--- src/sv/cbsm_pkg.sv ---
`default_nettype none

package cbsm_pkg;

  localparam int OFS_W  = 20;
  localparam int BANK_W = 9;

  typedef logic [OFS_W-1:0]  ofs_t;
  typedef logic [BANK_W-1:0] bank_t;
  typedef logic [5:0]        mode_t;

  // mapping state, also what the result word shows
  typedef struct packed {
    bank_t bank;
    logic  low_en;
    logic  high_en;
    ofs_t  ofs_lo;
    ofs_t  ofs_a;
    ofs_t  ofs_b;
  } st_t;

  localparam logic [1:0] ACT_READ  = 2'd0;
  localparam logic [1:0] ACT_WRITE = 2'd1;
  localparam logic [1:0] ACT_START = 2'd2;

  localparam logic CFG_MODE  = 1'b0;
  localparam logic CFG_BASIC = 1'b1;

  localparam mode_t MD_STD8      = 6'd1;
  localparam mode_t MD_STD16     = 6'd2;
  localparam mode_t MD_OSS       = 6'd3;
  localparam mode_t MD_DB32      = 6'd4;
  localparam mode_t MD_WILL64    = 6'd5;
  localparam mode_t MD_WILL32    = 6'd6;
  localparam mode_t MD_EXP       = 6'd7;
  localparam mode_t MD_DIAMOND   = 6'd8;
  localparam mode_t MD_SDX64     = 6'd9;
  localparam mode_t MD_SDX128    = 6'd10;
  localparam mode_t MD_XEGS      = 6'd11;
  localparam mode_t MD_SWXEGS    = 6'd17;
  localparam mode_t MD_OSS2      = 6'd23;
  localparam mode_t MD_ATRAX     = 6'd24;
  localparam mode_t MD_BBSB      = 6'd25;
  localparam mode_t MD_RIGHT     = 6'd26;
  localparam mode_t MD_MEGA      = 6'd27;
  localparam mode_t MD_ATMAX128  = 6'd34;
  localparam mode_t MD_ATMAX1024 = 6'd35;
  localparam mode_t MD_PHOENIX   = 6'd36;
  localparam mode_t MD_BLIZZARD  = 6'd37;

  localparam logic [7:0] CLK_ADR0 = 8'hB8;
  localparam logic [7:0] CLK_ADR1 = 8'hB9;

  localparam int SH_4K  = 12;
  localparam int SH_8K  = 13;
  localparam int SH_16K = 14;

  localparam ofs_t OFS_4K      = 20'h01000;
  localparam ofs_t OFS_8K      = 20'h02000;
  localparam ofs_t OFS_OSS_FIX = 20'h03000;
  localparam ofs_t OFS_DB_FIX  = 20'h06000;
  localparam ofs_t OFS_AMX_TOP = 20'hFE000;
  localparam bank_t BANK_AMX_TOP = 9'h07F;

endpackage

`default_nettype wire

--- src/sv/cbsm_decode.sv ---
`default_nettype none

module cbsm_decode (
  input  wire cbsm_pkg::st_t   cur,
  input  wire cbsm_pkg::mode_t mode,
  input  wire logic            basic,
  input  wire logic [1:0]      act,
  input  wire logic [7:0]      adr,
  input  wire logic [7:0]      dat,
  output cbsm_pkg::st_t        nxt,
  output logic                 clk_acc,
  output logic                 basic_sel
);

  logic none_mode;
  logic clk_adr;
  cbsm_pkg::st_t cleared;

  function automatic cbsm_pkg::st_t f_high8(cbsm_pkg::st_t s, cbsm_pkg::ofs_t base);
    cbsm_pkg::st_t r;
    r = s;
    r.high_en = 1'b1;
    r.ofs_a   = base;
    r.ofs_b   = base + cbsm_pkg::OFS_4K;
    return r;
  endfunction

  function automatic cbsm_pkg::st_t f_low8(cbsm_pkg::st_t s, cbsm_pkg::ofs_t base);
    cbsm_pkg::st_t r;
    r = s;
    r.low_en = 1'b1;
    r.ofs_lo = base;
    return r;
  endfunction

  function automatic cbsm_pkg::ofs_t f_8k(logic [7:0] b);
    return cbsm_pkg::ofs_t'(b) << cbsm_pkg::SH_8K;
  endfunction

  // (4 << k) - 1
  function automatic logic [7:0] f_xmask(logic [2:0] k);
    logic [7:0] m;
    case (k)
      3'd0:    m = 8'h03;
      3'd1:    m = 8'h07;
      3'd2:    m = 8'h0F;
      3'd3:    m = 8'h1F;
      3'd4:    m = 8'h3F;
      default: m = 8'h7F;
    endcase
    return m;
  endfunction

  // (1 << j) - 1
  function automatic logic [7:0] f_mmask(logic [2:0] j);
    logic [7:0] m;
    case (j)
      3'd0:    m = 8'h00;
      3'd1:    m = 8'h01;
      3'd2:    m = 8'h03;
      3'd3:    m = 8'h07;
      3'd4:    m = 8'h0F;
      3'd5:    m = 8'h1F;
      default: m = 8'h3F;
    endcase
    return m;
  endfunction

  function automatic logic [2:0] f_xk(cbsm_pkg::mode_t m);
    cbsm_pkg::mode_t dx;
    cbsm_pkg::mode_t dsw;
    dx  = m - cbsm_pkg::MD_XEGS;
    dsw = m - cbsm_pkg::MD_SWXEGS;
    return (m < cbsm_pkg::MD_SWXEGS) ? dx[2:0] : dsw[2:0];
  endfunction

  // 8K at 8000 switched, fixed bank at A000; bit 7 blanks both
  function automatic cbsm_pkg::st_t f_xegs(cbsm_pkg::st_t s, logic [7:0] b,
                                           cbsm_pkg::ofs_t fixed);
    cbsm_pkg::st_t r;
    r = s;
    if (b[7]) begin
      r.low_en  = 1'b0;
      r.high_en = 1'b0;
    end else begin
      r = f_low8(r, f_8k({1'b0, b[6:0]}));
      r = f_high8(r, fixed);
    end
    r.bank = cbsm_pkg::bank_t'(b);
    return r;
  endfunction

  function automatic cbsm_pkg::st_t f_mega(cbsm_pkg::st_t s, logic [7:0] b);
    cbsm_pkg::st_t r;
    cbsm_pkg::ofs_t base;
    r = s;
    base = cbsm_pkg::ofs_t'(b[6:0]) << cbsm_pkg::SH_16K;
    if (b[7]) begin
      r.low_en  = 1'b0;
      r.high_en = 1'b0;
    end else begin
      r = f_low8(r, base);
      r = f_high8(r, base + cbsm_pkg::OFS_8K);
    end
    r.bank = cbsm_pkg::bank_t'(b);
    return r;
  endfunction

  // switched 4K at A000, fixed 4K at B000
  function automatic cbsm_pkg::st_t f_oss(cbsm_pkg::st_t s, logic [1:0] b,
                                          cbsm_pkg::ofs_t fixed);
    cbsm_pkg::st_t r;
    r = s;
    r.high_en = 1'b1;
    r.ofs_a   = cbsm_pkg::ofs_t'(b) << cbsm_pkg::SH_4K;
    r.ofs_b   = fixed;
    r.bank    = cbsm_pkg::bank_t'(b);
    return r;
  endfunction

  function automatic cbsm_pkg::st_t f_hi_off(cbsm_pkg::st_t s, logic [7:0] a,
                                             logic [3:0] b8);
    cbsm_pkg::st_t r;
    r = s;
    if (a[3]) r.high_en = 1'b0;
    else      r = f_high8(r, f_8k({4'b0, b8}));
    r.bank = cbsm_pkg::bank_t'(a);
    return r;
  endfunction

  function automatic cbsm_pkg::st_t f_access(cbsm_pkg::st_t s, cbsm_pkg::mode_t m,
                                             logic [7:0] a);
    cbsm_pkg::st_t r;
    r = s;
    unique case (m)
      cbsm_pkg::MD_OSS: begin
        if (a[3]) begin
          r.high_en = 1'b0;
        end else begin
          case (a[2:0])
            3'd0, 3'd1: r = f_oss(r, 2'd0, cbsm_pkg::OFS_OSS_FIX);
            3'd3, 3'd7: r = f_oss(r, 2'd1, cbsm_pkg::OFS_OSS_FIX);
            3'd4, 3'd5: r = f_oss(r, 2'd2, cbsm_pkg::OFS_OSS_FIX);
            default: ;
          endcase
        end
      end
      cbsm_pkg::MD_OSS2: begin
        case ({a[3], a[0]})
          2'b00:   r = f_oss(r, 2'd1, '0);
          2'b01:   r = f_oss(r, 2'd3, '0);
          2'b11:   r = f_oss(r, 2'd2, '0);
          default: r.high_en = 1'b0;
        endcase
      end
      cbsm_pkg::MD_DB32:   r = f_xegs(r, {6'b0, a[1:0]}, cbsm_pkg::OFS_DB_FIX);
      cbsm_pkg::MD_WILL64: r = f_hi_off(r, a, {1'b0, a[2:0]});
      cbsm_pkg::MD_WILL32: r = f_hi_off(r, a, {2'b0, a[1:0]});
      cbsm_pkg::MD_EXP: begin
        if (a[7:4] == 4'h7) r = f_hi_off(r, a, {1'b0, ~a[2:0]});
      end
      cbsm_pkg::MD_DIAMOND: begin
        if (a[7:4] == 4'hD) r = f_hi_off(r, a, {1'b0, ~a[2:0]});
      end
      cbsm_pkg::MD_SDX64: begin
        if (a[7:4] == 4'hE) r = f_hi_off(r, a, {1'b0, ~a[2:0]});
      end
      cbsm_pkg::MD_SDX128: begin
        if (a[7:5] == 3'b111) r = f_hi_off(r, a, ~{a[4], a[2:0]});
      end
      cbsm_pkg::MD_PHOENIX: r.high_en = 1'b0;
      cbsm_pkg::MD_BLIZZARD: begin
        r.low_en  = 1'b0;
        r.high_en = 1'b0;
      end
      cbsm_pkg::MD_ATMAX128: begin
        if (a[7:4] == 4'h0) begin
          r = f_high8(r, f_8k(a));
          r.bank = cbsm_pkg::bank_t'(a);
        end else if (a[7:4] == 4'h1) begin
          r.high_en = 1'b0;
          r.bank = cbsm_pkg::bank_t'(a);
        end
      end
      cbsm_pkg::MD_ATMAX1024: begin
        if (a[7]) r.high_en = 1'b0;
        else      r = f_high8(r, f_8k(a));
        r.bank = cbsm_pkg::bank_t'(a);
      end
      default: ;
    endcase
    return r;
  endfunction

  function automatic cbsm_pkg::st_t f_write(cbsm_pkg::st_t s, cbsm_pkg::mode_t m,
                                            logic [7:0] a, logic [7:0] d);
    cbsm_pkg::st_t r;
    logic [7:0] xm;
    logic [7:0] mm;
    cbsm_pkg::mode_t dm;
    r  = s;
    xm = f_xmask(f_xk(m));
    dm = m - cbsm_pkg::MD_MEGA;
    mm = f_mmask(dm[2:0]);
    if (m >= cbsm_pkg::MD_XEGS && m < cbsm_pkg::MD_SWXEGS) begin
      r = f_xegs(r, d & xm, f_8k(xm));
    end else if (m >= cbsm_pkg::MD_SWXEGS && m < cbsm_pkg::MD_OSS2) begin
      r = f_xegs(r, d & (xm | 8'h80), f_8k(xm));
    end else if (m >= cbsm_pkg::MD_MEGA && m < cbsm_pkg::MD_ATMAX128) begin
      r = f_mega(r, d & (mm | 8'h80));
    end else if (m == cbsm_pkg::MD_ATRAX) begin
      if (d[7]) begin
        r.high_en = 1'b0;
      end else begin
        r = f_high8(r, f_8k({4'b0, d[3:0]}));
        r.bank = cbsm_pkg::bank_t'(d[3:0]);
      end
    end else begin
      r = f_access(r, m, a);
    end
    return r;
  endfunction

  // power-on map of the mode, from a cleared state
  function automatic cbsm_pkg::st_t f_start(cbsm_pkg::st_t s, cbsm_pkg::mode_t m,
                                            logic none_m, logic bas);
    cbsm_pkg::st_t r;
    logic [7:0] xm;
    r  = s;
    xm = f_xmask(f_xk(m));
    if (m == cbsm_pkg::MD_STD8 || m == cbsm_pkg::MD_PHOENIX) begin
      r = f_high8(r, '0);
    end else if (m == cbsm_pkg::MD_STD16 || m == cbsm_pkg::MD_BLIZZARD) begin
      r = f_low8(r, '0);
      r = f_high8(r, cbsm_pkg::OFS_8K);
    end else if (m == cbsm_pkg::MD_OSS) begin
      r = f_oss(r, 2'd0, cbsm_pkg::OFS_OSS_FIX);
    end else if (m == cbsm_pkg::MD_OSS2) begin
      r = f_oss(r, 2'd1, '0);
      r.bank = '0;
    end else if (m == cbsm_pkg::MD_DB32) begin
      r = f_low8(r, '0);
      r = f_high8(r, cbsm_pkg::OFS_DB_FIX);
    end else if ((m >= cbsm_pkg::MD_WILL64 && m <= cbsm_pkg::MD_SDX128) ||
                 m == cbsm_pkg::MD_ATRAX || m == cbsm_pkg::MD_ATMAX128) begin
      r = f_high8(r, '0);
    end else if (m >= cbsm_pkg::MD_XEGS && m < cbsm_pkg::MD_OSS2) begin
      r = f_low8(r, '0);
      r = f_high8(r, f_8k(xm));
    end else if (m >= cbsm_pkg::MD_MEGA && m < cbsm_pkg::MD_ATMAX128) begin
      r = f_low8(r, '0);
      r = f_high8(r, cbsm_pkg::OFS_8K);
    end else if (m == cbsm_pkg::MD_ATMAX1024) begin
      r = f_high8(r, cbsm_pkg::OFS_AMX_TOP);
      r.bank = cbsm_pkg::BANK_AMX_TOP;
    end else if (none_m) begin
      r.high_en = bas;
    end
    return r;
  endfunction

  assign none_mode = (mode == '0) || (mode > cbsm_pkg::MD_BLIZZARD);
  assign clk_adr   = (adr == cbsm_pkg::CLK_ADR0) || (adr == cbsm_pkg::CLK_ADR1);
  assign cleared   = '0;

  always_comb begin
    nxt     = cur;
    clk_acc = 1'b0;
    unique case (act)
      cbsm_pkg::ACT_READ: begin
        if (!none_mode) begin
          if (clk_adr) clk_acc = 1'b1;
          else         nxt = f_access(cur, mode, adr);
        end
      end
      cbsm_pkg::ACT_WRITE: begin
        if (clk_adr) clk_acc = 1'b1;
        else         nxt = f_write(cur, mode, adr, dat);
      end
      cbsm_pkg::ACT_START: nxt = f_start(cleared, mode, none_mode, basic);
      default: ;
    endcase
  end

  assign basic_sel = none_mode && basic && nxt.high_en;

endmodule

`default_nettype wire

--- src/sv/cartridge_bank_switch_mapper.sv ---
// path: an accepted input word is held in the input register; the decode between the
//   registers then updates the mapping state and result register together
// throughput: one word per cycle unless out_stall holds back a valid result
// reset (rst_n low, synchronous): no mapping, both windows off, bank and offsets zero,
//   mode_r and basic_r zero, both channels empty
`default_nettype none

module cartridge_bank_switch_mapper #(
  parameter int ROM_ADDR_BITS = 20
) (
  input  wire logic        clk,
  input  wire logic        rst_n,
  input  wire logic        in_valid,
  output logic             in_stall,
  input  wire logic [1:0]  in_action,
  input  wire logic [7:0]  in_address_low,
  input  wire logic [7:0]  in_data,
  output logic             out_valid,
  input  wire logic        out_stall,
  output logic             out_window_low_on,
  output logic             out_window_high_on,
  output logic [19:0]      out_offset_low_window,
  output logic [19:0]      out_offset_a_half,
  output logic [19:0]      out_offset_b_half,
  output logic             out_basic_selected,
  output logic             out_clock_access,
  input  wire logic        cfg_valid,
  output logic             cfg_ready,
  input  wire logic        cfg_index,
  input  wire logic [5:0]  cfg_data
);

  localparam int OW = cbsm_pkg::OFS_W;

  logic                     in_vld_r;
  logic [1:0]               act_r;
  logic [7:0]               adr_r;
  logic [7:0]               dat_r;
  logic                     out_vld_r;
  logic                     adv;
  logic                     in_take;

  cbsm_pkg::mode_t          mode_r;
  logic                     basic_r;

  cbsm_pkg::bank_t          bank_r;
  logic                     low_en_r;
  logic                     high_en_r;
  logic [ROM_ADDR_BITS-1:0] ofs_lo_r;
  logic [ROM_ADDR_BITS-1:0] ofs_a_r;
  logic [ROM_ADDR_BITS-1:0] ofs_b_r;
  logic                     basic_sel_r;
  logic                     clk_acc_r;

  cbsm_pkg::st_t            cur;
  cbsm_pkg::st_t            st_nxt;
  logic                     clk_acc_nxt;
  logic                     basic_sel_nxt;

  // result register is free or being emptied this cycle
  assign adv      = in_vld_r && !(out_vld_r && out_stall);
  assign in_stall = in_vld_r && !adv;
  assign in_take  = in_valid && !in_stall;
  assign cfg_ready = 1'b1;

  always_ff @(posedge clk) begin
    if (!rst_n) begin
      in_vld_r <= 1'b0;
    end else if (in_take) begin
      in_vld_r <= 1'b1;
    end else if (adv) begin
      in_vld_r <= 1'b0;
    end
  end

  always_ff @(posedge clk) begin
    if (in_take) begin
      act_r <= in_action;
      adr_r <= in_address_low;
      dat_r <= in_data;
    end
  end

  always_ff @(posedge clk) begin
    if (!rst_n) begin
      mode_r  <= '0;
      basic_r <= 1'b0;
    end else if (cfg_valid && cfg_ready) begin
      unique case (cfg_index)
        cbsm_pkg::CFG_MODE:  mode_r  <= cfg_data;
        cbsm_pkg::CFG_BASIC: basic_r <= cfg_data[0];
        default: ;
      endcase
    end
  end

  assign cur.bank    = bank_r;
  assign cur.low_en  = low_en_r;
  assign cur.high_en = high_en_r;
  assign cur.ofs_lo  = OW'(ofs_lo_r);
  assign cur.ofs_a   = OW'(ofs_a_r);
  assign cur.ofs_b   = OW'(ofs_b_r);

  cbsm_decode u_decode (
    .cur       (cur),
    .mode      (mode_r),
    .basic     (basic_r),
    .act       (act_r),
    .adr       (adr_r),
    .dat       (dat_r),
    .nxt       (st_nxt),
    .clk_acc   (clk_acc_nxt),
    .basic_sel (basic_sel_nxt)
  );

  // the mapping state doubles as the result register
  always_ff @(posedge clk) begin
    if (!rst_n) begin
      out_vld_r   <= 1'b0;
      bank_r      <= '0;
      low_en_r    <= 1'b0;
      high_en_r   <= 1'b0;
      ofs_lo_r    <= '0;
      ofs_a_r     <= '0;
      ofs_b_r     <= '0;
      basic_sel_r <= 1'b0;
      clk_acc_r   <= 1'b0;
    end else if (adv) begin
      out_vld_r   <= 1'b1;
      bank_r      <= st_nxt.bank;
      low_en_r    <= st_nxt.low_en;
      high_en_r   <= st_nxt.high_en;
      ofs_lo_r    <= st_nxt.ofs_lo[ROM_ADDR_BITS-1:0];
      ofs_a_r     <= st_nxt.ofs_a[ROM_ADDR_BITS-1:0];
      ofs_b_r     <= st_nxt.ofs_b[ROM_ADDR_BITS-1:0];
      basic_sel_r <= basic_sel_nxt;
      clk_acc_r   <= clk_acc_nxt;
    end else if (!out_stall) begin
      out_vld_r   <= 1'b0;
    end
  end

  assign out_valid             = out_vld_r;
  assign out_window_low_on     = low_en_r;
  assign out_window_high_on    = high_en_r;
  assign out_offset_low_window = OW'(ofs_lo_r);
  assign out_offset_a_half     = OW'(ofs_a_r);
  assign out_offset_b_half     = OW'(ofs_b_r);
  assign out_basic_selected    = basic_sel_r;
  assign out_clock_access      = clk_acc_r;

  a_stall_only_when_full: assert property (@(posedge clk) disable iff (!rst_n)
    in_stall |-> (in_vld_r && out_vld_r && out_stall))
    else $error("input stalled while pipeline has room");

  a_adv_gives_result: assert property (@(posedge clk) disable iff (!rst_n)
    adv |=> out_valid)
    else $error("advanced word produced no result");

  a_clock_keeps_map: assert property (@(posedge clk) disable iff (!rst_n)
    (adv && clk_acc_nxt) |=> ($stable(bank_r) && $stable(low_en_r) &&
                              $stable(high_en_r) && $stable(ofs_lo_r) &&
                              $stable(ofs_a_r) && $stable(ofs_b_r)))
    else $error("clock page access changed the mapping");

  a_basic_needs_high: assert property (@(posedge clk) disable iff (!rst_n)
    (out_valid && out_basic_selected) |-> out_window_high_on)
    else $error("basic selected with high window off");

endmodule

`default_nettype wire
--- config.mk ---
export PLATFORM = sky130hd
export DESIGN_NAME = cartridge_bank_switch_mapper
export DESIGN_NICKNAME = d
export VERILOG_FILES = /design/src/sv/cbsm_pkg.sv /design/src/sv/cbsm_decode.sv /design/src/sv/cartridge_bank_switch_mapper.sv
export SDC_FILE = /design/constraint.sdc
export NUM_CORES = 1
export LEC_CHECK = 0
export ABC_AREA = 1
export BUFFER_PORTS_ARGS = -buffer_cell sky130_fd_sc_hd__buf_2
export CAP_MARGIN = 40
export CORE_MARGIN = 2
export CORE_UTILIZATION = 55
export CTS_CLUSTER_DIAMETER = 40
export CTS_CLUSTER_SIZE = 14
export DETAILED_ROUTE_END_ITERATION = 7
export GPL_TIMING_DRIVEN = 0
export PLACE_DENSITY = 0.83
export SYNTH_ARGS = -nofsm -noshare
export SYNTH_HDL_FRONTEND = slang
export SYNTH_SLANG_ARGS = --single-unit
--- constraint.sdc ---
create_clock -name clk -period 2.6 [get_ports clk]
set_input_delay 0.26 -clock clk [delete_from_list [all_inputs] [get_ports clk]]
set_output_delay 0.26 -clock clk [all_outputs]
set_load 0.02 [all_outputs]
==> flow_summary.toml, run 1 <==
[synthesis]
synth_common_cells = "321 x nand2_1, 125 x nor2_1, 88 x nand3_1"
synth_top_area_frac = 0.224
synthCells = 1061
yosysMostFrequentCell = "nand2_1"
syn_area_um2 = 6520
seq_area_frac_synth = 0.307
synth.distinct_cells = 43
ys.flop_type = "dfxtp_1"
synthArstFlopShare = 0
ys_warn_count = 0
syn_nets = 1097
synth_edf_count = 18
ys_ff_latch = 91
post-synth-top-area-cell = "dfxtp_1"
yosys-top-cells-area = "dfxtp_1 22%, nand2_1 18%, edfxtp_1 8.3%"
post_synth.cell_area_avg_um2 = 6.15

[critical_path]
start_kind = "register"
r2r-start = "mode_r[0]"
crit_path_start = "mode_r[0]"
arrival_ps = 2740
endpoint_kind = "register"
path_max_fanout = 10
worstSetupPathType = "reg -> reg"
required_ps = 2810

[cts]
cts.sinks = 91
cts_inserted_buffers = 9
hold_buffers = 0
clock_latency_ps = 350
cts_tree = "yes"
root_buffer = "clkbuf_16"
clockBufferDepth = 2
clk_pin_slew_ps = 70
cts_htree_levels = 3

[final_layout]
syn_to_final_growth_pct = 22.0
fin_nets = 1220
diodes = 0
drive_gt1_frac = 0.193
fill_cells = 1061

[sta]
finalHoldWorstSlack_ps = 77.2
skew_ps = 8.26
drv_slew = 0
tightest_slew_ps = 653
period_needed_ps = 2540
finalHoldViolCount = 0
slew_headroom = 0.565
worst_slack_ps = 64.7
post-route-period-util = 0.975
fmax_ghz = 0.394
setup-violations-final = 0
rsz0062_at_grt = "true"

[global_routing]
overflow = 0
track_usage = 0.373
grt_max_degree = 17
grt_pass1_wl_um = 37500
antenna_found_initial = 0
grt_pass1_vias = 7259

[drt]
vias_per_cell = 5.95
drc_errors = 3
routedWlPerCell_um = 17.9
wl_um = 23900
dr_total_vias = 7932
drt-pass1-iter-count = 7
ant_nets = 0
drt_iter0_drc = 994

[power]
seq_power_share = 0.398
power.share.clock = 0.363
p_per_area_nw_per_um2 = 481
p_sw_frac = 0.332
netSwitchingPower_w = 0.00127
intPower_w = 0.00256
vdd_ir_drop_max_mv = 0.607
finalPower_w = 0.00383
p_leak_nw = 3.68
combPwrFrac = 0.239

[die]
core_area_um2 = 11500
die_y_um = 113
start_util = 0.566
rows = 39
fp.dieArea_um2 = 12700
die_w_um = 113
io_pins = 97

[hold_path]
hold_class = "in -> reg"
min-delay-start = "in_address_low[0]"

[run_status]
violations = "design-rule violations"
status = "finished, violations left"

[placed_design]
place_ws_ps = -591
hpwl_um = 17900
port_buffers = 95
finalWeightedCongestion = 0.992

[run]
maxCapViolCount = 0
==> routing by layer <==
layer | up-vias | global-route usage | share of wire
li1 | 3798 | - | -
met3 | 92 | 0.0707 | 0.10
met2 | 493 | 0.613 | 0.46
met4 | 0 | 0.195 | 0.050
met5 | - | 0 | 0
met1 | 3549 | 0.468 | 0.39
==> flip-flops by register name, summed over array words and instances (netlist names) <==
signal / cells
out_basic_selected: 1
act_r: 2
out_offset_b_half: 20
out_window_low_on: 1
out_window_high_on: 1
out_offset_low_window: 20
dat_r: 8
mode_r: 6
adr_r: 8
out_valid: 1
basic_r: 1
out_offset_a_half: 20
out_clock_access: 1
in_vld_r: 1
==> critical path, stage by stage (launching register included) <==
cell and delay (ps):
dfxtp_4 420, clkinvlp_4 160, ha_2 320, o21ai_4 260
nand2_1 140, nor2_4 170, nand2_1 90, clkbuf_4 200
inv_2 110, nand2_1 80, nand2_1 70, nand2_1 60
nand2_1 90, nand3_1 80, nand2_1 70, a21oi_1 60
==> stage by stage <==
stage               cell area [um^2]  setup TNS [ps]  instances   util
global route                    7950            -200       1332  0.691
global placement                7170          -25250       1299  0.623
floorplan                       6520               0       1061      -
detailed placement              7200          -26620       1300  0.625
CTS                             7690               0       1321  0.668
finish                          7950               0       1332  0.691
==> kinds of logic (layout without fill, tap and decap cells) <==
kind of cell,Yosys count,in the layout,synth area share
AND/OR/NAND/NOR,576,576,0.368
AO/OA/AOI/OAI,237,237,0.219
other,1,1,0.000575
flip-flops,91,91,0.307
adder cells (fa/ha/maj),6,6,0.0115
buffers and inverters,148,276,0.0912
XOR/XNOR,2,2,0.00269
==> path summary, 6_finish.rpt <==
check | endpoint | slack (ps) | cells after the start
max | out_offset_b_half[15] | 60 | 15
min | adr_r[0] | 80 | 1
max reg2reg | out_offset_b_half[15] | 60 | 15
min reg2reg | out_offset_low_window[8] | 430 | 2
==> power groups by stage <==
stage | clock network [W] | logic [W] | registers, W
final | 0.00139 | 0.000915 | 0.00152
after CTS | 0.00140 | 0.000831 | 0.00152
after global routing | 0.00145 | 0.000996 | 0.00153
after detailed placement | 0 | 0.000796 | 0.00155
after global placement | 0 | 0.000785 | 0.00155
after floorplan | 0 | 0.000548 | 0.00155
==> layout make-up <==
class                      count  area (um^2)  share of cell area
clock buffer                  12          289              0.0363
sequential                    91         2010               0.253
multi-input combinational    822         4160               0.523
tap                          143          179              0.0225
clock inverter                 4         32.5             0.00409
inverter                      95          379              0.0477
timing repair buffer         115          646              0.0812
buffer                        50          258              0.0324
==> layout by cell type (no fill, tap or decap), types with 5 or more instances in the layout <==
cell type / Yosys / layout
o21ai_0: 85 / 80
clkbuf_1: 31 / 23
nand3_2: 2 / 6
clkbuf_16: 0 / 11
o211ai_1: 55 / 55
dfxtp_1: 73 / 69
a21oi_1: 61 / 60
nand2_1: 321 / 316
a31oi_1: 6 / 6
or2_0: 5 / 5
buf_2: 13 / 105
nor2_4: 2 / 11
nand2_2: 3 / 7
edfxtp_1: 18 / 18
nand3_1: 88 / 82
buf_4: 6 / 23
o21ai_1: 6 / 7
nor2_1: 125 / 115
inv_2: 11 / 11
nand4_1: 13 / 13
inv_1: 79 / 75
o2111ai_1: 7 / 7
==> what timing repair did <==
action,in CTS,in global routing
buffers inserted,8,11
pin swaps,4,3
cloned,0,0
resized for setup,35,58
endpoints found under the setup margin,63,63
(Power assumes the default switching activity.)
==> run 2: changes to the inputs <==
--- a/config.mk
+++ b/config.mk
@@ -10,11 +10,11 @@
 export CAP_MARGIN = 40
 export CORE_MARGIN = 2
 export CORE_UTILIZATION = 55
-export CTS_CLUSTER_DIAMETER = 40
+export CTS_CLUSTER_DIAMETER = 120
 export CTS_CLUSTER_SIZE = 14
 export DETAILED_ROUTE_END_ITERATION = 7
 export GPL_TIMING_DRIVEN = 0
-export PLACE_DENSITY = 0.83
+export PLACE_DENSITY = 0.87
 export SYNTH_ARGS = -nofsm -noshare
 export SYNTH_HDL_FRONTEND = slang
 export SYNTH_SLANG_ARGS = --single-unit
==> run 2 against run 1 <==
Compared with the run above:
- the run still ends with design-rule violations left
- final cell count is 0.15% higher
- fmax hardly changed
- combinational power down 0.5%
- sequential power about the same
- clock skew rose by 3.7 ps
- sequential cell count unchanged
- die area unchanged
- sequential share of layout area is essentially flat
- critical path depth shrank 2
- critical path type unchanged
==> flow_summary.toml, run 2 (synthesized netlist as in run 1, its figures left out) <==
[critical_path]
start_kind = "register"
critPathMostFrequentCell = "nand2_1"
reg2reg_depth = 13
critPathMaxStageDelay_ps = 330
crit_path_start = "mode_r[3]"
critPathCapture = "out_offset_b_half[2]"
ff2ff_setup_slack_ps = 70
r2r-start = "mode_r[3]"
slowest_stage = "a21oi_4"
critPathTopFamily = "simple AND/OR/NAND/NOR gates"
arrival_ps = 2790
path_depth = 13
cp_cell_sequence = "clkbuf_4, inv_1, nand2_1, nor2_4, o21ai_4, nand2_1, nor2_4, nand2_1, buf_2, nand4_1, a21oi_4, buf_4, nor2_1"
endpoint_kind = "register"
critPathBufInv = 4
r2r-end = "out_offset_b_half[2]"
path_max_fanout = 10
required_ps = 2860
worstSetupPathType = "reg -> reg"

[die]
core_area_um2 = 11500
rows = 39
io_pins = 97
die_y_um = 113
fp.dieArea_um2 = 12700
start_util = 0.566
die_w_um = 113

[sta]
post-route-period-util = 0.974
finalHoldViolCount = 0
rsz0062_at_grt = "true"
setup-violations-final = 0
drv_slew = 0
slew_headroom = 0.413
skew_ps = 12.0
worst_slack_ps = 66.6
tightest_slew_ps = 880
fmax_ghz = 0.395
period_needed_ps = 2530

[cts]
hold_buffers = 0
clockBufferDepth = 2
root_buffer = "clkbuf_16"
clock_latency_ps = 360
cts_htree_levels = 3
cts.sinks = 91
cts_tree = "yes"
cts_inserted_buffers = 9
clk_pin_slew_ps = 80

[drt]
drt_iter0_drc = 1054
wl_um = 23600
dr_total_vias = 7971
ant_nets = 0
drt-pass1-iter-count = 8
vias_per_cell = 5.98
routedWlPerCell_um = 17.7
drc_errors = 2

[power]
p_leak_nw = 3.68
vdd_ir_drop_max_mv = 0.533
finalPower_w = 0.00387
p_per_area_nw_per_um2 = 487

[global_routing]
antenna_found_initial = 0
grt_pass1_wl_um = 37400
grt_max_degree = 20
track_usage = 0.369
overflow = 0
grt_pass1_vias = 7451

[final_layout]
fin_cells = 1334
diodes = 0
syn_to_final_growth_pct = 21.8
mostFrequentLayoutCells = "316 x nand2_1, 112 x nor2_1, 103 x buf_2"
layout_commonest_cell = "nand2_1"
drive_gt1_frac = 0.197
fin_nets = 1222

[placed_design]
place_ws_ps = -658
dp.cells = 1299
hpwl_um = 17200
port_buffers = 95
finalWeightedCongestion = 1.03

[hold_path]
hold_class = "in -> reg"

[run_status]
status = "finished, violations left"
violations = "design-rule violations"

[run]
maxCapViolCount = 0
-- run 2: cell types whose count changed in the layout (fill, tap and decap cells not counted), sizes merged --
cell	delta
buf	-1
bufinv	+1
clkinv	-1
inv	+3
-- run 2: how the worst min path moves through the flow --
stage / endpoint / cells past startpoint / start
floorplan: act_r[0] / 0 / in_action[0]
finish: adr_r[2] / 1 / in_address_low[2]
detailed placement: out_offset_low_window[1] / 2 / out_offset_low_window[1]
CTS: adr_r[2] / 1 / in_address_low[2]
global placement: out_offset_b_half[10] / 2 / out_offset_b_half[10]
global route: dat_r[4] / 1 / in_data[4]
-- run 2: what timing repair did --
item                                    4_1_cts  5_1_grt
resized for setup                            31       62
pin swaps                                     4        4
endpoints found under the setup margin       63       63
buffers inserted                              5       17
-- run 2: final cells by class --
| class | instances | area [um^2] |
|---|---|---|
| plain buffers | 50 | 260 |
| inverters | 95 | 378 |
| flip-flops and latches | 91 | 2010 |
| clock buffers | 9 | 225 |
| clock inverters | 7 | 97.6 |
| multi-input cells | 822 | 4150 |
| repair buffers | 117 | 641 |
| well taps | 143 | 179 |
| fillers | 1060 | 3570 |
-- run 2: per-layer routing --
layer  up-vias  part of all wire  track usage
met1      3540              0.38        0.450
met3       124              0.11       0.0986
met4         0             0.057        0.235
met2       500              0.45        0.580
met5         -                 0            0
li1       3807                 -            -
-- run 2: per-stage QoR --
stage	setup TNS (ps)	hold WS, ps	instance area (um^2)	util
final	0	75.3	7940	0.690
after global routing	-1230	75.5	7940	0.690
after CTS	-594	68.3	7620	0.662
after detailed placement	-30470	421	7170	0.623
after global placement	-28840	417	7170	0.623
after floorplan	0	359	6520	-
-- run 2: where the power goes --
group          switching, W  internal (W)  total, W
combinational      0.000630      0.000279  0.000910
sequential        0.0000462       0.00148   0.00152
clock              0.000649      0.000786   0.00144
-- run 2: worst register-to-register path, delay by kind of cell, from the launching register on --
| kind | cells | cell delay (ps) |
|---|---|---|
| AO/OA/AOI/OAI | 2 | 460 |
| buffers and inverters | 4 | 810 |
| flip-flops | 1 | 300 |
| AND/OR/NAND/NOR | 7 | 900 |
